File: src/hdl/int_to_decimal_ascii_unit_macros.svh
// Assertion helpers shared by the conversion unit.
// Each check is clocked on the rising edge and is disabled while reset is held.
`ifndef INT_TO_DECIMAL_ASCII_UNIT_MACROS_SVH
`define INT_TO_DECIMAL_ASCII_UNIT_MACROS_SVH

`ifndef SYNTH
`define I2DA_ASSERT_HOLDS(lbl, clk, rst_n, prop, msg) \
  lbl: assert property (@(posedge clk) disable iff (!rst_n) (prop)) else $error(msg);
`define I2DA_ASSERT_SAME(lbl, clk, rst_n, ante, cons, msg) \
  lbl: assert property (@(posedge clk) disable iff (!rst_n) (ante) |-> (cons)) else $error(msg);
`define I2DA_ASSERT_NEXT(lbl, clk, rst_n, ante, cons, msg) \
  lbl: assert property (@(posedge clk) disable iff (!rst_n) (ante) |=> (cons)) else $error(msg);
`else
`define I2DA_ASSERT_HOLDS(lbl, clk, rst_n, prop, msg)
`define I2DA_ASSERT_SAME(lbl, clk, rst_n, ante, cons, msg)
`define I2DA_ASSERT_NEXT(lbl, clk, rst_n, ante, cons, msg)
`endif

`endif

File: src/hdl/i2da_pkg.sv
package i2da_pkg;

  // Converted word width and the number of decimal digits it can need
  localparam int WORD_BITS = 32;
  localparam int DIGIT_CNT = (WORD_BITS * 1233) / 4096 + 1;
  localparam int BCD_W     = DIGIT_CNT * 4;
  localparam int CNT_W     = $clog2(WORD_BITS);
  localparam int PTR_W     = (DIGIT_CNT > 1) ? $clog2(DIGIT_CNT) : 1;

  localparam logic [CNT_W-1:0] CNT_LAST = CNT_W'(WORD_BITS - 1);
  localparam logic [PTR_W-1:0] PTR_ZERO = '0;

  // Opcode values
  localparam logic OP_SIGNED   = 1'b0;
  localparam logic OP_UNSIGNED = 1'b1;

  // Character codes
  localparam logic [7:0] CHAR_ZERO  = 8'h30;
  localparam logic [7:0] CHAR_MINUS = 8'h2D;

  // Controller to datapath
  typedef struct packed {
    logic load;
    logic shift;
    logic lead;
    logic emit;
  } i2da_cmd_t;

  // Datapath to controller
  typedef struct packed {
    logic conv_last;
    logic emit_last;
    logic out_free;
  } i2da_sts_t;

endpackage

File: src/hdl/i2da_datapath.sv
`include "int_to_decimal_ascii_unit_macros.svh"

module i2da_datapath (
  input  logic                           clk,
  input  logic                           rst_n,
  input  logic                           in_opcode,
  input  logic [i2da_pkg::WORD_BITS-1:0] in_value,
  input  i2da_pkg::i2da_cmd_t            cmd,
  output i2da_pkg::i2da_sts_t            sts,
  input  logic                           out_ready,
  output logic                           out_valid,
  output logic [7:0]                     out_ascii_char,
  output logic                           out_is_last
);

  logic [i2da_pkg::WORD_BITS-1:0] bin_r;
  logic [i2da_pkg::BCD_W-1:0]     bcd_r;
  logic [i2da_pkg::CNT_W-1:0]     cnt_r;
  logic [i2da_pkg::PTR_W-1:0]     ptr_r;
  logic                           neg_r;
  logic                           sign_pend_r;
  logic                           out_valid_r;
  logic [7:0]                     out_char_r;
  logic                           out_last_r;

  logic [i2da_pkg::WORD_BITS-1:0] mag;
  logic                           neg_in;
  logic [i2da_pkg::BCD_W-1:0]     bcd_adj;
  logic [i2da_pkg::PTR_W-1:0]     lead_idx;
  logic                           bcd_ok;
  logic [3:0]                     cur_digit;
  logic [7:0]                     emit_char;
  logic                           emit_last;

  // Take the magnitude of the incoming word
  always_comb begin
    neg_in = (in_opcode == i2da_pkg::OP_SIGNED) && in_value[i2da_pkg::WORD_BITS-1];
    mag    = in_value;
    if (neg_in) begin
      mag = (~in_value) + {{(i2da_pkg::WORD_BITS-1){1'b0}}, 1'b1};
    end
  end

  // Add three to every digit of five or more ahead of the shift
  always_comb begin
    logic [3:0] dig;
    for (int i = 0; i < i2da_pkg::DIGIT_CNT; i++) begin
      dig = bcd_r[i*4 +: 4];
      bcd_adj[i*4 +: 4] = (dig >= 4'd5) ? dig + 4'd3 : dig;
    end
  end

  // Locate the leading nonzero digit; zero keeps the units digit
  always_comb begin
    lead_idx = i2da_pkg::PTR_ZERO;
    bcd_ok   = 1'b1;
    for (int i = 0; i < i2da_pkg::DIGIT_CNT; i++) begin
      if (bcd_r[i*4 +: 4] != 4'd0) begin
        lead_idx = i2da_pkg::PTR_W'(i);
      end
      if (bcd_r[i*4 +: 4] > 4'd9) begin
        bcd_ok = 1'b0;
      end
    end
  end

  // Pick the next character: sign first, then digits from the top
  always_comb begin
    cur_digit = bcd_r[ptr_r*4 +: 4];
    emit_char = sign_pend_r ? i2da_pkg::CHAR_MINUS : i2da_pkg::CHAR_ZERO + {4'd0, cur_digit};
    emit_last = !sign_pend_r && (ptr_r == i2da_pkg::PTR_ZERO);
  end

  // Conversion registers
  always_ff @(posedge clk) begin
    if (!rst_n) begin
      cnt_r       <= '0;
      sign_pend_r <= 1'b0;
      neg_r       <= 1'b0;
    end else begin
      if (cmd.load) begin
        bin_r <= mag;
        bcd_r <= '0;
        cnt_r <= '0;
        neg_r <= neg_in;
      end else if (cmd.shift) begin
        bcd_r <= {bcd_adj[i2da_pkg::BCD_W-2:0], bin_r[i2da_pkg::WORD_BITS-1]};
        bin_r <= {bin_r[i2da_pkg::WORD_BITS-2:0], 1'b0};
        cnt_r <= cnt_r + 1'b1;
      end
      if (cmd.lead) begin
        ptr_r       <= lead_idx;
        sign_pend_r <= neg_r;
      end else if (cmd.emit) begin
        if (sign_pend_r) begin
          sign_pend_r <= 1'b0;
        end else if (ptr_r != i2da_pkg::PTR_ZERO) begin
          ptr_r <= ptr_r - 1'b1;
        end
      end
    end
  end

  // Output register: load on emit, drop once the beat is taken
  always_ff @(posedge clk) begin
    if (!rst_n) begin
      out_valid_r <= 1'b0;
    end else if (cmd.emit) begin
      out_valid_r <= 1'b1;
    end else if (out_ready) begin
      out_valid_r <= 1'b0;
    end
  end

  always_ff @(posedge clk) begin
    if (cmd.emit) begin
      out_char_r <= emit_char;
      out_last_r <= emit_last;
    end
  end

  assign sts.conv_last   = (cnt_r == i2da_pkg::CNT_LAST);
  assign sts.emit_last   = emit_last;
  assign sts.out_free    = !out_valid_r || out_ready;

  assign out_valid      = out_valid_r;
  assign out_ascii_char = out_char_r;
  assign out_is_last    = out_last_r;

  `I2DA_ASSERT_NEXT(a_bcd_digits, clk, rst_n, cmd.shift, bcd_ok, "digit above nine after shift")
  `I2DA_ASSERT_NEXT(a_sign_pending, clk, rst_n, cmd.lead, sign_pend_r == $past(neg_r), "sign flag not armed from negative flag")

endmodule

File: src/hdl/i2da_ctrl.sv
`include "int_to_decimal_ascii_unit_macros.svh"

module i2da_ctrl (
  input  logic                clk,
  input  logic                rst_n,
  input  logic                in_valid,
  output logic                in_ready,
  input  i2da_pkg::i2da_sts_t sts,
  output i2da_pkg::i2da_cmd_t cmd
);

  typedef enum logic [3:0] {
    ST_IDLE = 4'b0001,
    ST_CONV = 4'b0010,
    ST_LEAD = 4'b0100,
    ST_EMIT = 4'b1000
  } state_t;

  state_t state_r;
  state_t state_nxt;

  // Next state and datapath commands
  always_comb begin
    state_nxt = state_r;
    cmd       = '0;
    unique case (state_r)
      ST_IDLE: begin
        if (in_valid) begin
          cmd.load  = 1'b1;
          state_nxt = ST_CONV;
        end
      end
      ST_CONV: begin
        cmd.shift = 1'b1;
        if (sts.conv_last) begin
          state_nxt = ST_LEAD;
        end
      end
      ST_LEAD: begin
        cmd.lead  = 1'b1;
        state_nxt = ST_EMIT;
      end
      ST_EMIT: begin
        if (sts.out_free) begin
          cmd.emit = 1'b1;
          if (sts.emit_last) begin
            state_nxt = ST_IDLE;
          end
        end
      end
      default: begin
        state_nxt = ST_IDLE;
      end
    endcase
  end

  always_ff @(posedge clk) begin
    if (!rst_n) begin
      state_r <= ST_IDLE;
    end else begin
      state_r <= state_nxt;
    end
  end

  assign in_ready = (state_r == ST_IDLE);

  `I2DA_ASSERT_SAME(a_emit_free, clk, rst_n, cmd.emit, sts.out_free, "emit while output slot busy")
  `I2DA_ASSERT_NEXT(a_load_conv, clk, rst_n, in_valid && in_ready, state_r == ST_CONV, "accepted beat did not start conversion")

endmodule

File: src/hdl/int_to_decimal_ascii_unit.sv
// Integer to decimal ASCII converter.
// Input channel: in_valid/in_ready with in_opcode (0 = signed, 1 = unsigned)
// and a 32-bit in_value. Result channel: out_valid/out_ready, one beat per
// character, out_ascii_char most significant first, out_is_last on the final
// character. A negative signed value starts with '-'; zero gives "0".
// Timing: after an input beat is taken the word is shifted through a
// shift-and-add-three BCD converter, one bit per cycle, then the leading
// digit is picked. The first character is then registered into the output
// register; further characters follow one per cycle while the receiver
// is ready. An item gives n = 1..11 characters, and no new input beat is
// taken until its last character has been emitted. in_ready rises again
// while the last character still sits in the output register.
// A receiver stall holds the output register and pauses emission; nothing is
// lost. Reset (rst_n low, synchronous) returns to idle and empties the output.
module int_to_decimal_ascii_unit (
  input  logic                           clk,
  input  logic                           rst_n,
  input  logic                           in_valid,
  output logic                           in_ready,
  input  logic                           in_opcode,
  input  logic [i2da_pkg::WORD_BITS-1:0] in_value,
  output logic                           out_valid,
  input  logic                           out_ready,
  output logic [7:0]                     out_ascii_char,
  output logic                           out_is_last
);

  i2da_pkg::i2da_cmd_t cmd;
  i2da_pkg::i2da_sts_t sts;

  // Sequencer
  i2da_ctrl u_ctrl (
    .clk      (clk),
    .rst_n    (rst_n),
    .in_valid (in_valid),
    .in_ready (in_ready),
    .sts      (sts),
    .cmd      (cmd)
  );

  // Converter and output register
  i2da_datapath u_datapath (
    .clk            (clk),
    .rst_n          (rst_n),
    .in_opcode      (in_opcode),
    .in_value       (in_value),
    .cmd            (cmd),
    .sts            (sts),
    .out_ready      (out_ready),
    .out_valid      (out_valid),
    .out_ascii_char (out_ascii_char),
    .out_is_last    (out_is_last)
  );

endmodule
File: config.mk
export PLATFORM = sky130hd
export DESIGN_NAME = int_to_decimal_ascii_unit
export DESIGN_NICKNAME = d
export VERILOG_FILES = /design/src/hdl/i2da_pkg.sv /design/src/hdl/i2da_datapath.sv /design/src/hdl/i2da_ctrl.sv /design/src/hdl/int_to_decimal_ascii_unit.sv
export VERILOG_INCLUDE_DIRS = /design/src /design/src/hdl
export SDC_FILE = /design/constraint.sdc
export NUM_CORES = 1
export LEC_CHECK = 0
export BUFFER_PORTS_ARGS = -buffer_cell sky130_fd_sc_hd__buf_4
export CAP_MARGIN = 40
export CORE_MARGIN = 2
export CORE_UTILIZATION = 35
export DETAILED_ROUTE_END_ITERATION = 8
export PLACE_DENSITY_LB_ADDON = 0.05
export SYNTH_ARGS = -nofsm -noshare
export SYNTH_HDL_FRONTEND = slang
export SYNTH_SLANG_ARGS = --single-unit
File: constraint.sdc
create_clock -name clk -period 3.3 [get_ports clk]
set_clock_uncertainty 0.05 [all_clocks]
set_input_delay 0.66 -clock clk [delete_from_list [all_inputs] [get_ports clk]]
set_output_delay 0.66 -clock clk [all_outputs]
set_load 0.1 [all_outputs]
==> flow_summary.html, run 1 <==
<table>
<tr><th>Metric</th><th>Value</th></tr>
<tr><th colspan="2">CTS</th></tr>
<tr><td>Number of buffers inserted to repair setup after CTS</td><td>0</td></tr>
<tr><td>Clock tree from TritonCTS</td><td>built</td></tr>
<tr><td>Number of buffers added by the clock tree synthesis step</td><td>9</td></tr>
<tr><td>Clock network latency to the later pin of the worst-skew pair</td><td>0.36 ns</td></tr>
<tr><td>Clock transition at the registers of the reported paths</td><td>roughly 0.070 ns</td></tr>
<tr><td>Max Buffers Root-to-Sink</td><td>2</td></tr>
<tr><td>Post-cts repair resize count</td><td>0</td></tr>
<tr><td>Root Buffer</td><td>sky130_fd_sc_hd__clkbuf_16</td></tr>
<tr><td>Sinks on Clock Net</td><td>between 90 and 100</td></tr>
<tr><td>Post-cts hold buffer count</td><td>0</td></tr>
<tr><td>Clock H-tree levels</td><td>3</td></tr>
<tr><th colspan="2">Routing</th></tr>
<tr><td>Count of routing violations after the opening detailed-route iteration</td><td>between 200 and 250</td></tr>
<tr><td>Via count</td><td>slightly above 4000</td></tr>
<tr><td>Number of iterations in the first detailed-routing pass</td><td>4</td></tr>
<tr><td>Detail-routed net length per standard cell</td><td>between 10 and 15 microns</td></tr>
<tr><td>Vias per std cell</td><td>approximately 4.9</td></tr>
<tr><td>Remaining antenna violation count after routing</td><td>0</td></tr>
<tr><td>Total detailed-routing wirelength</td><td>12230 microns</td></tr>
<tr><td>Final routed DRC violation total</td><td>0</td></tr>
<tr><th colspan="2">Synth</th></tr>
<tr><td>Number of enable-type register cells in the synthesized netlist</td><td>82</td></tr>
<tr><td>Distinct cells, synth</td><td>48</td></tr>
<tr><td>Gate Count Post-Synth</td><td>566</td></tr>
<tr><td>Most instantiated cells after synthesis</td><td>sky130_fd_sc_hd__edfxtp_1 (82), sky130_fd_sc_hd__nand2_1 (69), sky130_fd_sc_hd__nor2_1 (64), sky130_fd_sc_hd__o21ai_0 (48), sky130_fd_sc_hd__a21oi_1 (42)</td></tr>
<tr><td>Yosys top cell area share</td><td>43.15%</td></tr>
<tr><td>Most frequent cell after synthesis</td><td>sky130_fd_sc_hd__edfxtp_1</td></tr>
<tr><td>Prevailing post-synth register cell</td><td>sky130_fd_sc_hd__edfxtp_1</td></tr>
<tr><td>Register area share after synthesis</td><td>between 40% and 50%</td></tr>
<tr><td>Netlist area before placement</td><td>between 5000 and 6000 sq um</td></tr>
<tr><td>Syn Area/Cell</td><td>about 10 sq um</td></tr>
<tr><td>Top area cells in the synthesized netlist</td><td>sky130_fd_sc_hd__edfxtp_1 (43%), sky130_fd_sc_hd__ha_1 (5.5%), sky130_fd_sc_hd__xor2_1 (5.4%), sky130_fd_sc_hd__nand2_1 (4.5%), sky130_fd_sc_hd__dfxtp_1 (4.2%)</td></tr>
<tr><td>Synth area leader</td><td>sky130_fd_sc_hd__edfxtp_1</td></tr>
<tr><td>Yosys warnings</td><td>0</td></tr>
<tr><td>Share of synthesized registers carrying an async set or reset</td><td>0%</td></tr>
<tr><td>Register bit total from synthesis</td><td>94</td></tr>
<tr><th colspan="2">Global route</th></tr>
<tr><td>Global-route wire length before repair</td><td>20560 microns</td></tr>
<tr><td>GRT Util Overall</td><td>14.73%</td></tr>
<tr><td>Grt ovf</td><td>0</td></tr>
<tr><td>Pin count of the biggest net entering global routing</td><td>52</td></tr>
<tr><td>Number of global-route vias before repair</td><td>roughly 4000</td></tr>
<tr><td>Initial antenna violation count</td><td>0</td></tr>
<tr><th colspan="2">Layout</th></tr>
<tr><td>Number of antenna repair diodes</td><td>0</td></tr>
<tr><td>Final #Nets</td><td>670</td></tr>
<tr><td>Layout area overhead</td><td>15.98%</td></tr>
<tr><td>Post-layout instance area</td><td>between 6000 and 7000 sq um</td></tr>
<tr><td>Non-filler cells, final</td><td>approximately 830</td></tr>
<tr><td>Share of layout cells above drive strength 1</td><td>around 16%</td></tr>
<tr><td>Utilization of the core after routing</td><td>roughly two fifths</td></tr>
<tr><th colspan="2">STA</th></tr>
<tr><td>Max Fclk</td><td>0.4072 GHz</td></tr>
<tr><td>Max Slew Vio Count</td><td>0</td></tr>
<tr><td>Max-Slew Margin vs Limit</td><td>roughly 50%</td></tr>
<tr><td>Actual slew at the worst max-slew pin</td><td>0.7511 ns</td></tr>
<tr><td>Worst Hold Slack</td><td>between 0.4 and 0.5 ns</td></tr>
<tr><td>Unrepaired setup endpoints after global routing</td><td>false</td></tr>
<tr><td>Period utilization</td><td>about 74%</td></tr>
<tr><td>Min cycle time layout</td><td>between 2 and 2.5 ns</td></tr>
<tr><td>Setup slack of the critical path after layout</td><td>around 0.84 ns</td></tr>
<tr><td>Final hold violations</td><td>0</td></tr>
<tr><td>Total Negative Setup Slacks</td><td>0 ns</td></tr>
<tr><td>Final setup viols</td><td>0</td></tr>
<tr><th colspan="2">Critical path</th></tr>
<tr><td>Maximum fanout along the worst path</td><td>4</td></tr>
<tr><td>Critical Path Start Type</td><td>register</td></tr>
<tr><td>Worst-path cell with the longest stage delay</td><td>sky130_fd_sc_hd__or3b_2</td></tr>
<tr><td>Most frequent cell on the critical path</td><td>sky130_fd_sc_hd__a21oi_1</td></tr>
<tr><td>Cells along the critical path</td><td>inv_1 -&gt; ha_1 -&gt; or3b_2 -&gt; a2111oi_0 -&gt; o21ai_0 -&gt; a21oi_1 -&gt; a21oi_1</td></tr>
<tr><td>Critical path capture point type</td><td>register</td></tr>
<tr><td>Arrival time at the worst endpoint</td><td>roughly 2.5 ns</td></tr>
<tr><td>Required @ worst endpoint</td><td>roughly 3.4 ns</td></tr>
<tr><td>Setup CP Type</td><td>register to register</td></tr>
<tr><td>Peak per-stage delay on the critical path</td><td>between 0.5 and 0.6 ns</td></tr>
<tr><th colspan="2">Pwr</th></tr>
<tr><td>Overall power consumption</td><td>3.047 mW</td></tr>
<tr><td>Largest vdd supply drop</td><td>0.2402 mV</td></tr>
<tr><td>Pwr dens</td><td>460.4 nW/um^2</td></tr>
<tr><td>Leakage Power</td><td>approximately 2.5 nW</td></tr>
<tr><th colspan="2">Floorplan</th></tr>
<tr><td>Die Height</td><td>about 130 microns</td></tr>
<tr><td>Initial Utilization</td><td>a little over a third</td></tr>
<tr><td>Number of placed I/O pins</td><td>48</td></tr>
<tr><td>Area of the core</td><td>between 15000 and 20000 sq um</td></tr>
<tr><td>Die X-Extent</td><td>131.7 microns</td></tr>
<tr><td>Number of core rows</td><td>between 40 and 50</td></tr>
<tr><td>Area of the die</td><td>approximately 17000 sq um</td></tr>
<tr><th colspan="2">Placement</th></tr>
<tr><td>Number of I/O port buffers</td><td>44</td></tr>
<tr><td>Placed wire-length estimate</td><td>just under 9000 microns</td></tr>
<tr><td>Placed Instance Area</td><td>~6300 sq um</td></tr>
<tr><td>Post-Place Setup Slack</td><td>0.6936 ns</td></tr>
<tr><td>Final Wtd Congestion</td><td>0.8181</td></tr>
<tr><td>Placed cell count</td><td>about 800</td></tr>
<tr><th colspan="2">Run status</th></tr>
<tr><td>Result of the run</td><td>finished clean</td></tr>
<tr><th colspan="2">Flow run</th></tr>
<tr><td>Number of max-cap violations</td><td>0</td></tr>
<tr><th colspan="2">Min path</th></tr>
<tr><td>Tightest Hold Check Type</td><td>register to register</td></tr>
</table>
==> routing by layer <==
layer  global-route usage, %  share of wire, %
met1                   19.22                47
met2                   23.91                47
met3                   2.392               3.1
met4                   6.884               2.1
met5                       0                 0
==> kinds of logic after synthesis <==
family | synth area share (%)
adder cells (fa/ha/maj) | 5.481
XOR/XNOR | 8.134
flip-flops | 47.36
buffers and inverters | 3.639
multiplexers | 4.604
other | 0.1316
AND/OR/NAND/NOR | 18.02
AO/OA/AOI/OAI | 12.63
==> cell usage in the layout (no fill, tap or decap), types with 10 or more instances in the layout <==
master / n
sky130_fd_sc_hd__inv_1: 29
sky130_fd_sc_hd__o31ai_1: 10
sky130_fd_sc_hd__dfxtp_1: 12
sky130_fd_sc_hd__ha_1: 25
sky130_fd_sc_hd__o21ai_0: 48
sky130_fd_sc_hd__xor2_1: 35
sky130_fd_sc_hd__nand2_1: 68
sky130_fd_sc_hd__nor3_1: 13
sky130_fd_sc_hd__nor2_1: 64
sky130_fd_sc_hd__edfxtp_1: 82
sky130_fd_sc_hd__clkbuf_16: 10
sky130_fd_sc_hd__nand2b_1: 17
sky130_fd_sc_hd__a21oi_1: 42
sky130_fd_sc_hd__xnor2_1: 18
sky130_fd_sc_hd__buf_4: 49
==> layout make-up <==
type / instances / area, sq um
Clock buffer: 12 / 277.8
Clock inverter: 4 / 32.53
Fill cell: 1571 / 9266
Inverter: 29 / 108.9
Multi-Input combinational cell: 423 / 2819
Sequential cell: 94 / 2703
Tap cell: 216 / 270.3
Timing Repair Buffer: 51 / 407.9
==> sequential cells by signal, indices dropped and copies added, names as in the netlist <==
register                   flops
u_datapath.bin_r              32
u_datapath.ptr_r               4
u_datapath.cnt_r               5
u_datapath.out_is_last         1
u_datapath.sign_pend_r         1
u_datapath.bcd_r              40
u_datapath.out_ascii_char      5
u_ctrl.state_r                 4
u_datapath.neg_r               1
u_datapath.out_valid           1
==> path summary, 6_finish.rpt <==
check	start	end	slack (ns)	depth (start not counted)
setup / recovery	u_datapath.bcd_r[20]$_SDFFCE_PP0P_	u_datapath.ptr_r[0]$_DFFE_PP_	0.84	7
hold / removal	u_datapath.neg_r$_SDFFE_PN0P_	u_datapath.neg_r$_SDFFE_PN0P_	0.43	2
setup reg to reg	u_datapath.bcd_r[20]$_SDFFCE_PP0P_	u_datapath.ptr_r[0]$_DFFE_PP_	0.84	7
hold reg to reg	u_datapath.neg_r$_SDFFE_PN0P_	u_datapath.neg_r$_SDFFE_PN0P_	0.43	2
==> worst max-delay path, delay by kind of cell, from the launching register on <==
family / cells / cell delay (ns)
AND/OR/NAND/NOR: 1 / 0.51
buffers and inverters: 1 / 0.13
flip-flops: 1 / 0.44
adder cells (fa/ha/maj): 1 / 0.22
AO/OA/AOI/OAI: 4 / 0.85
==> where the power goes <==
group	switching (mW)	internal, mW	total (mW)
Sequential	0.0592	1.40	1.46
Combinational	0.298	0.195	0.493
Clock	0.484	0.608	1.09
Total	0.841	2.21	3.05
No activity file was read; power rests on OpenSTA's default activity.
==> run 2, diff against run 1 <==
clock period = 2.1 ns   (was 3.3 ns; I/O delays follow)
==> run 2 against run 1 <==
  * First-iteration DRC count decreased by 19%
  * Global-route usage grew 0.80 points
  * Cell count up 5.2%
  * Wire length is 3.1% higher
  * Critical path type unchanged
  * Critical endpoint unchanged
  * Largest cell class unchanged
  * Highest routed layer unchanged
==> flow_summary.html, run 2 (synthesized netlist as in run 1, its figures left out) <==
<table>
<tr><th>Metric</th><th>Value</th></tr>
<tr><th colspan="2">Routing</th></tr>
<tr><td>Remaining antenna violation count after routing</td><td>0</td></tr>
<tr><td>Final routed DRC violation total</td><td>0</td></tr>
<tr><td>Vias per std cell</td><td>~4.8</td></tr>
<tr><td>Via count</td><td>roughly 4200</td></tr>
<tr><td>Number of iterations in the first detailed-routing pass</td><td>4</td></tr>
<tr><td>Total detailed-routing wirelength</td><td>~13000 microns</td></tr>
<tr><td>Count of routing violations after the opening detailed-route iteration</td><td>185</td></tr>
<tr><td>Detail-routed net length per standard cell</td><td>about 14 microns</td></tr>
<tr><th colspan="2">CTS</th></tr>
<tr><td>Clock network latency to the later pin of the worst-skew pair</td><td>0.36 ns</td></tr>
<tr><td>Max Buffers Root-to-Sink</td><td>2</td></tr>
<tr><td>Clock transition at the registers of the reported paths</td><td>around 0.070 ns</td></tr>
<tr><td>Clock H-tree levels</td><td>3</td></tr>
<tr><td>Post-cts hold buffer count</td><td>0</td></tr>
<tr><td>Clock tree from TritonCTS</td><td>built</td></tr>
<tr><td>Root Buffer</td><td>sky130_fd_sc_hd__clkbuf_16</td></tr>
<tr><td>Sinks on Clock Net</td><td>94</td></tr>
<tr><td>Number of buffers inserted to repair setup after CTS</td><td>0</td></tr>
<tr><td>Number of buffers added by the clock tree synthesis step</td><td>9</td></tr>
<tr><th colspan="2">Critical path</th></tr>
<tr><td>Reg-to-reg endpoint</td><td>u_datapath.ptr_r[0]$_DFFE_PP_</td></tr>
<tr><td>R2r startpoint</td><td>u_datapath.bcd_r[4]$_SDFFCE_PP0P_</td></tr>
<tr><td>Critical path capture point type</td><td>register</td></tr>
<tr><td>Arrival time at the worst endpoint</td><td>slightly above 2 ns</td></tr>
<tr><td>Required @ worst endpoint</td><td>between 2 and 2.5 ns</td></tr>
<tr><td>Maximum fanout along the worst path</td><td>4</td></tr>
<tr><td>Path depth of the worst reg2reg path</td><td>7</td></tr>
<tr><td>Critical Path Start Type</td><td>register</td></tr>
<tr><td>Register-to-register path setup slack</td><td>roughly 0.098 ns</td></tr>
<tr><td>Setup CP Type</td><td>register to register</td></tr>
<tr><th colspan="2">Floorplan</th></tr>
<tr><td>Area of the core</td><td>about 16000 sq um</td></tr>
<tr><td>Initial Utilization</td><td>35.92%</td></tr>
<tr><td>Die Height</td><td>~130 microns</td></tr>
<tr><td>Area of the die</td><td>~17000 sq um</td></tr>
<tr><td>Die X-Extent</td><td>between 100 and 150 microns</td></tr>
<tr><td>Number of placed I/O pins</td><td>48</td></tr>
<tr><td>Number of core rows</td><td>46</td></tr>
<tr><th colspan="2">Min path</th></tr>
<tr><td>Worst Hold Depth</td><td>2</td></tr>
<tr><td>Worst hold path endpoint</td><td>u_datapath.out_valid$_SDFFE_PN0P_</td></tr>
<tr><td>Tightest Hold Check Type</td><td>primary input to register</td></tr>
<tr><td>Critical hold path startpoint</td><td>rst_n</td></tr>
<tr><th colspan="2">Layout</th></tr>
<tr><td>Non-filler cells, final</td><td>872</td></tr>
<tr><td>Number of flip-flops in the largest register</td><td>40</td></tr>
<tr><td>Most common cell after layout, fill and taps aside</td><td>sky130_fd_sc_hd__buf_4</td></tr>
<tr><td>Layout area overhead</td><td>22.89%</td></tr>
<tr><td>Register with the highest flop count</td><td>u_datapath.bcd_r</td></tr>
<tr><td>Post-layout instance area</td><td>approximately 7000 sq um</td></tr>
<tr><td>Largest regs</td><td>u_datapath.bcd_r x40, u_datapath.bin_r x32</td></tr>
<tr><td>Number of antenna repair diodes</td><td>0</td></tr>
<tr><td>Final #Nets</td><td>roughly 710</td></tr>
<tr><td>Fill cell instance count of the final layout</td><td>~1600</td></tr>
<tr><td>Share of layout cells above drive strength 1</td><td>between 20 and 25%</td></tr>
<tr><td>Most used cells in the layout excluding fill and tap cells</td><td>sky130_fd_sc_hd__buf_4 (91), sky130_fd_sc_hd__edfxtp_1 (82), sky130_fd_sc_hd__nand2_1 (67)</td></tr>
<tr><th colspan="2">STA</th></tr>
<tr><td>Max Fclk</td><td>around 0.50 GHz</td></tr>
<tr><td>Final setup viols</td><td>0</td></tr>
<tr><td>Unrepaired setup endpoints after global routing</td><td>true</td></tr>
<tr><td>Min cycle time layout</td><td>between 2 and 2.5 ns</td></tr>
<tr><td>Period utilization</td><td>a little over nine tenths</td></tr>
<tr><td>Final hold violations</td><td>0</td></tr>
<tr><td>Max Slew Vio Count</td><td>0</td></tr>
<tr><th colspan="2">Placement</th></tr>
<tr><td>Placed cell count</td><td>856</td></tr>
<tr><td>Placed Instance Area</td><td>roughly 6700 sq um</td></tr>
<tr><td>Final Wtd Congestion</td><td>between 0.8 and 0.9</td></tr>
<tr><td>Number of I/O port buffers</td><td>44</td></tr>
<tr><td>Placed wire-length estimate</td><td>about 9400 microns</td></tr>
<tr><th colspan="2">Flow run</th></tr>
<tr><td>Number of max-cap violations</td><td>0</td></tr>
<tr><th colspan="2">Global route</th></tr>
<tr><td>Grt ovf</td><td>0</td></tr>
<tr><td>Number of global-route vias before repair</td><td>roughly 4400</td></tr>
<tr><td>Global-route wire length before repair</td><td>about 22000 microns</td></tr>
<tr><td>Initial antenna violation count</td><td>0</td></tr>
<tr><td>Pin count of the biggest net entering global routing</td><td>between 60 and 70</td></tr>
<tr><td>GRT Util Overall</td><td>between 10% and 20%</td></tr>
<tr><th colspan="2">Pwr</th></tr>
<tr><td>Largest vdd supply drop</td><td>between 0.4 and 0.5 mV</td></tr>
<tr><td>Pwr dens</td><td>roughly 690 nW/um^2</td></tr>
<tr><td>Leakage Power</td><td>2.688 nW</td></tr>
<tr><th colspan="2">Run status</th></tr>
<tr><td>Result of the run</td><td>finished clean</td></tr>
</table>
-- run 2: worst max-delay path, stage by stage (launching register included) --
cell	delay, ns
sky130_fd_sc_hd__edfxtp_1	0.40
sky130_fd_sc_hd__inv_2	0.10
sky130_fd_sc_hd__ha_4	0.14
sky130_fd_sc_hd__or3b_4	0.39
sky130_fd_sc_hd__a2111oi_4	0.35
sky130_fd_sc_hd__o21ai_1	0.10
sky130_fd_sc_hd__a21oi_1	0.15
sky130_fd_sc_hd__a21oi_1	0.08
-- run 2: power by group --
| part | switching (mW) | leakage (nW) | internal (mW) |
|---|---|---|---|
| clock | 0.744 | 0.154 | 0.950 |
| sequential | 0.0862 | 0.865 | 2.20 |
| combinational | 0.497 | 1.67 | 0.370 |
| total | 1.33 | 2.69 | 3.52 |
-- run 2: layer usage --
layer	up-vias	wire length [microns]	track usage (%)
li1	2176	-	-
met1	1975	5728	19.65
met2	58	6268	26.47
met3	18	305	2.276
met4	0	305	6.582
met5	-	0	0
-- run 2: what timing repair did --
item                                    in CTS  in global routing
endpoints found under the hold margin        0                  0
gates resized for setup                      2                  6
endpoints found under the setup margin       1                  5
-- run 2: area by class of cell --
cell class | count | area, sq um | share of cell area (%)
Clock buffer | 12 | 279.0 | 3.979
Inverter | 29 | 108.9 | 1.552
Multi-Input combinational cell | 423 | 2882 | 41.09
Timing Repair Buffer | 94 | 743.2 | 10.60
Clock inverter | 4 | 25.02 | 0.3568
Sequential cell | 94 | 2705 | 38.57
Tap cell | 216 | 270.3 | 3.854
-- run 2: worst max path at each step --
stage	startpoint	to	slack, ns	depth (start not counted)
CTS	u_datapath.bcd_r[20]$_SDFFCE_PP0P_	u_datapath.ptr_r[0]$_DFFE_PP_	0.006	7
global placement	in_value[0]	u_datapath.bin_r[28]$_DFFE_PP_	-0.19	8
detailed placement	in_value[0]	u_datapath.bin_r[28]$_DFFE_PP_	-0.16	8
global route	u_datapath.bcd_r[4]$_SDFFCE_PP0P_	u_datapath.ptr_r[0]$_DFFE_PP_	-0.02	7
floorplan	u_ctrl.state_r[1]$_SDFFE_PN0P_	u_datapath.bcd_r[0]$_SDFFCE_PP0P_	-0.97	5
finish	u_datapath.bcd_r[4]$_SDFFCE_PP0P_	u_datapath.ptr_r[0]$_DFFE_PP_	0.1	7
-- run 2: per-stage QoR --
step / setup WS, ns / power (mW) / hold slack, ns / setup TNS (ns) / utilization, %
after floorplan: -0.9688 / 2.899 / 0.3883 / -99.00 / -
after global placement: -0.1896 / 3.189 / 0.4301 / -0.9431 / 41.96
after detailed placement: -0.1606 / 3.206 / 0.4312 / -1.135 / 41.96
after CTS: 0.006122 / 4.910 / 0.3153 / 0 / 43.97
after global routing: -0.02269 / 5.098 / 0.3249 / -0.02269 / 44.15
final: 0.09779 / 4.852 / 0.3187 / 0 / 44.15
